===== src/skoi_pkg.sv =====
`timescale 1ns / 1ps
// ----------------------------------------------------------------------------
// skoi_pkg
// Shared types and constants for the sorted key/offset index unit.
// ----------------------------------------------------------------------------
package skoi_pkg;

   localparam int TABLE_DEPTH = 64;
   localparam int ID_W        = 31;
   localparam int OFF_W       = 40;
   localparam int DATA_W      = ((ID_W + OFF_W + 7) / 8) * 8;
   localparam int STATUS_W    = 2;

   localparam logic OP_INSERT = 1'b0;
   localparam logic OP_DRAIN  = 1'b1;

   localparam logic [STATUS_W-1:0] STATUS_ENTRY = 2'd0;
   localparam logic [STATUS_W-1:0] STATUS_FULL  = 2'd1;
   localparam logic [STATUS_W-1:0] STATUS_EMPTY = 2'd2;

   typedef enum logic [1:0] {
      CMD_HOLD   = 2'd0,
      CMD_INSERT = 2'd1,
      CMD_DRAIN  = 2'd2
   } cell_cmd_type;

   typedef enum logic [1:0] {
      ST_IDLE  = 2'b01,
      ST_DRAIN = 2'b10
   } state_type;

   typedef struct packed {
      logic             valid;
      logic [ID_W-1:0]  key;
      logic [OFF_W-1:0] offset;
   } entry_type;

   typedef struct packed {
      cell_cmd_type     cmd;
      logic [ID_W-1:0]  key;
      logic [OFF_W-1:0] offset;
   } cell_ctrl_type;

endpackage


===== src/skoi_cell.sv =====
`timescale 1ns / 1ps
// ----------------------------------------------------------------------------
// skoi_cell
// One slot of the sorted chain: holds a pair, takes the new pair, its left
// neighbour's pair on insert, or its right neighbour's pair on drain.
// ----------------------------------------------------------------------------
module skoi_cell (
   input  logic                   clock,
   input  logic                   reset,
   input  skoi_pkg::cell_ctrl_type ctrl,
   input  logic                   left_open,
   input  skoi_pkg::entry_type    left_entry,
   input  skoi_pkg::entry_type    right_entry,
   output logic                   open,
   output skoi_pkg::entry_type    entry
);
   import skoi_pkg::*;

   logic             valid_ff, valid_in;
   logic [ID_W-1:0]  key_ff, key_in;
   logic [OFF_W-1:0] offset_ff, offset_in;

   // slot is free for the new key: empty or holding a strictly larger key
   assign open = !valid_ff || (key_ff > ctrl.key);

   assign entry.valid  = valid_ff;
   assign entry.key    = key_ff;
   assign entry.offset = offset_ff;

   always_comb begin
      valid_in  = valid_ff;
      key_in    = key_ff;
      offset_in = offset_ff;
      case (ctrl.cmd)
         CMD_INSERT: begin
            if (left_open) begin
               valid_in  = left_entry.valid;
               key_in    = left_entry.key;
               offset_in = left_entry.offset;
            end else if (open) begin
               valid_in  = 1'b1;
               key_in    = ctrl.key;
               offset_in = ctrl.offset;
            end
         end
         CMD_DRAIN: begin
            valid_in  = right_entry.valid;
            key_in    = right_entry.key;
            offset_in = right_entry.offset;
         end
         default: begin
         end
      endcase
   end

   always_ff @(posedge clock) begin
      if (reset) begin
         valid_ff <= 1'b0;
      end else begin
         valid_ff <= valid_in;
      end
      key_ff    <= key_in;
      offset_ff <= offset_in;
   end

endmodule


===== config.mk =====
export PLATFORM = sky130hd
export DESIGN_NAME = skoi_cell
export DESIGN_NICKNAME = d
export VERILOG_FILES = /design/src/skoi_pkg.sv /design/src/skoi_cell.sv
export SDC_FILE = /design/constraint.sdc
export NUM_CORES = 1
export LEC_CHECK = 0
export BUFFER_PORTS_ARGS = -buffer_cell sky130_fd_sc_hd__buf_4
export CAP_MARGIN = 25
export CORE_MARGIN = 8
export CORE_UTILIZATION = 39
export CTS_CLUSTER_DIAMETER = 200
export DETAILED_ROUTE_END_ITERATION = 8
export PLACE_DENSITY = 0.78
export SLEW_MARGIN = 30
export SYNTH_ARGS = -nofsm -noshare
export SYNTH_HDL_FRONTEND = slang
export SYNTH_SLANG_ARGS = --single-unit

===== constraint.sdc =====
create_clock -name clock -period 5.6 [get_ports clock]
set_input_delay 1.12 -clock clock [delete_from_list [all_inputs] [get_ports clock]]
set_output_delay 1.12 -clock clock [all_outputs]
set_load 0.01 [all_outputs]

* Yosys cells after proc, flatten, opt, wreduce, memory -nomap -nowiden
Index checks and enable logic that the tools add are counted.
Operators by class: reduce and logical (&&, ||, !) cells 4, eq/ne operators 3, multiplexer cells 9, $lt $le $gt $ge 1
Operators by type and width (number):
- 40-bit two-way mux | 2
- 40-bit one-hot mux with 2 select lines | 1
- 31-bit two-way mux | 2
- 31-bit one-hot mux with 2 select lines | 1
- 31-bit greater-than comparator | 1
- 3-bit inequality test, second input constant | 1
- 2-bit by 1-bit equality test with 1-bit output, second input constant | 1
- 2-bit equality test, second input constant | 1
- 1-bit two-way mux | 2
- 1-bit one-hot mux with 2 select lines | 1
- 2-bit AND reduction | 1
- 2-bit nonzero test | 1
- 1-bit logical NOT | 1
- 1-bit logical OR | 1
Storage, ports and cells: register bits 72, output and inout bits 73, logic and storage cells 20

* Longest topological paths before layout
depth after elaboration 5, mapped depth 8, depth with buffers taken out 8

* Worst setup path after synthesis
No wires, ideal clock.
path kind input to register, start input port ctrl[69] (netlist name), end register key_ff[0], enable pin, slack -0.291 ns, stages 8, required time 5.091 ns, arrival 5.382 ns, path through inv_1 > ha_1 > nand4_2 > nor4_2 > nand2b_1 > a32oi_1 > a211oi_1 > o21ai_1
Between the ends: longest elaborated chain between the ends 4
Ends and longest elaborated chain:
- start: declaration | RTL line skoi_cell.sv:10 | input skoi_pkg::cell_ctrl_type ctrl,
- 31-bit greater-than comparator | RTL line skoi_cell.sv:24 | assign open = !valid_ff || (key_ff > ctrl.key);
- 1-bit logical OR | RTL line skoi_cell.sv:24
- 3-bit inequality test (no source line)
- 2-bit AND reduction (no source line)
- end signal: assignment | RTL line skoi_cell.sv:62 | key_ff <= key_in;
- end: declaration | RTL line skoi_cell.sv:20 | logic [ID_W-1:0] key_ff, key_in;
No other way between the ends. A chain may end at the register's enable or synchronous reset.

* Worst setup path in the final report
start input port ctrl[66] (netlist name), end output port open
Between the ends: longest elaborated chain between the ends 2
Ends and longest elaborated chain:
- 31-bit greater-than comparator | RTL line skoi_cell.sv:24
- 1-bit logical OR | RTL line skoi_cell.sv:24
- end: declaration | RTL line skoi_cell.sv:14 | output logic open,
No other way between the ends.

==> out/metrics.cfg <==
[status]
status = complete, no violations

[floorplan]
top_level_ports = 293
die_w_um = 123
core_um2 = 11300
rows = 39
fp.dieArea_um2 = 15200
initial_core_util_pct = 39.7
die_h_um = 123

[place]
numPlacedInstances = 846
io_buffers = 292
dp_hpwl_um = 12400
placed_area_um2 = 6790
place.gp.congestion = 0.855

[final_layout]
areaGrowthSynthToFinish_pct = 57.4
nets = 965
antennaDiodeCount = 0
layout_commonest_cell = buf_4
final_cell_mix = buf_4, nand2_1, mux2i_1, edfxtp_1, o21ai_0
fin_cells = 861
fin_util_pct = 62.5
layout-drive-gt1-share_pct = 44.2
final_cell_area_um2 = 7070

[synth]
syn_inst = 432
synth.avg_cell_area_um2 = 10.4
dominantRegCellSynth = edfxtp_1
yosysTopAreaCell = edfxtp_1
synthArstFlopShare_pct = 0
synth_edf_count = 71
syn-num-nets = 683
yosys_warnings = 0
synth_top_area_share_pct = 47.5
ys_seq_area_share_pct = 47.9
syn-cell-area_um2 = 4490
synth_cell_types = 32
ys_seq_elements = 72
synth_area_leaders = edfxtp_1, mux2i_1, ha_1

[route]
first_pass_iters = 4
post_drt_wl_per_cell_um = 17.2
wirelength_um = 14800
dr_total_vias = 4255
drc = 0
detail-route-antenna-nets = 0
drt_iter0_drc = 140
vias_per_cell = 4.94

[timing]
rsz0062_at_grt = false
slew_viol_final = 0
min_period_ns = 3.84
tns_ns = 0
skew_ns = 0.00851
worst_slew_pin_slew_ns = 0.884
setup_viol = 0
slew_headroom_pct = 41.1
timing.final.crit_share_pct = 68.5
max_freq_ghz = 0.261
hold_viol = 0

[worst_setup_path]
path_buf_inv = 3
cp_slowest_cell = nor4_2
cp_max_fo = 3
critPathMaxStageDelay_ns = 0.40
crit_top_cell = buf_4
crit_type = primary input to output port
startpoint_type = primary input
crit_path_cell_trace = buf_4 > inv_1 > ha_1 > nand4_1 > nor4_2 > nand2b_1 > a32oi_1 > a21o_2 > buf_4
crit_path_end_kind = output port
path_delay_family = simple AND/OR/NAND/NOR gates
arrival_ns = 2.72
crit_required_ns = 4.48

[pwr]
peakVddDrop_mv = 0.160
cellPowerDensity_nw_per_um2 = 232
cellLeakagePower_nw = 3.40

[grt]
grt_use_total_pct = 18.4
overflow = 0
antenna_found_initial = 0
grt_pass1_wl_um = 22100
grt_start_max_net_pins = 73
grt_pass1_vias = 4569

[clock_tree]
clkLatencyLatePin_ns = 0.32
cts_buffers = 9
cts-root-buf = clkbuf_16
tritoncts = done
post_cts_buffers = 0
cts-resized-gates = 0
cts_buffer_depth = 2
cts_sinks = 72
ctsHoldBuffers = 0
clk_pin_slew_ns = 0.05
htreeDepth = 3

[min_path]
hp-class = flip-flop to flip-flop

[job]
max-cap-violations = 0

## area by class of cell
type	instances	area [um2]
clock buffers	11	233
clock inverters	4	46.3
fillers	939	4250
inverters	34	128
multi-input cells	301	2110
flip-flops and latches	72	2150
well taps	143	179
repair buffers	296	2220
## power breakdown
group          internal, mW  switching [mW]  total, mW
registers             0.660          0.0210      0.681
clock network         0.340           0.200      0.540
logic                 0.227           0.193      0.420
## worst reg2reg max path, delay by kind of cell (launching register included)
family                   cells  cell delay, ns
flip-flops                   1            0.41
AND/OR/NAND/NOR              3            0.71
AO/OA/AOI/OAI                3            0.48
buffers and inverters        1            0.71
adder cells (fa/ha/maj)      1            0.34
## per-layer routing
layer / part of all wire, % / track usage, % / up-vias
met4: 1.8 / 5.64 / 0
met2: 53 / 34.5 / 194
li1: - / - / 2123
met1: 35 / 18.0 / 1915
met5: 0 / 0 / -
met3: 10 / 7.58 / 23
## kinds of logic after synthesis
group                    share of synthesized area, %
adder cells (fa/ha/maj)                          8.64
buffers and inverters                            5.49
flip-flops                                       47.9
AO/OA/AOI/OAI                                    11.9
AND/OR/NAND/NOR                                  10.3
multiplexers                                     15.8
## sequential cells by signal, summed over array words and instances, names as in the netlist
name / flops
key_ff: 31
valid_ff: 1
offset_ff: 40
## per-stage QoR
stage                     worst slack [ns]  hold WS, ns  power (mW)
after floorplan                       1.07        0.470       0.872
after global placement                1.83        0.520        1.10
after detailed placement              1.72        0.551        1.12
after CTS                             1.76        0.559        1.67
after global routing                  1.64        0.590        1.73
final                                 1.76        0.548        1.64
## final timing paths
| check | from | end | slack, ns | cells past startpoint |
|---|---|---|---|---|
| worst max-delay path | ctrl[66] | open | 1.76 | 9 |
| worst min-delay path | valid_ff | valid_ff | 0.55 | 2 |
| worst max register to register | key_ff[26] | offset_ff[29] | 2.54 | 8 |
| worst min register to register | valid_ff | valid_ff | 0.55 | 2 |
## synth_stat cells, types with 2 or more instances
cell type   n
edfxtp_1   71
a21oi_1    13
o21ai_0    66
nand4_2     3
nand2b_1    3
nor2_1      2
nand2_1    78
inv_1      34
ha_1       31
clkbuf_1    7
buf_2      17
nor4_2      2
mux2i_1    71
nand4_1     3
o21ai_1    11
nand3_1     4
Note: power is estimated with default switching activity, not from simulation.
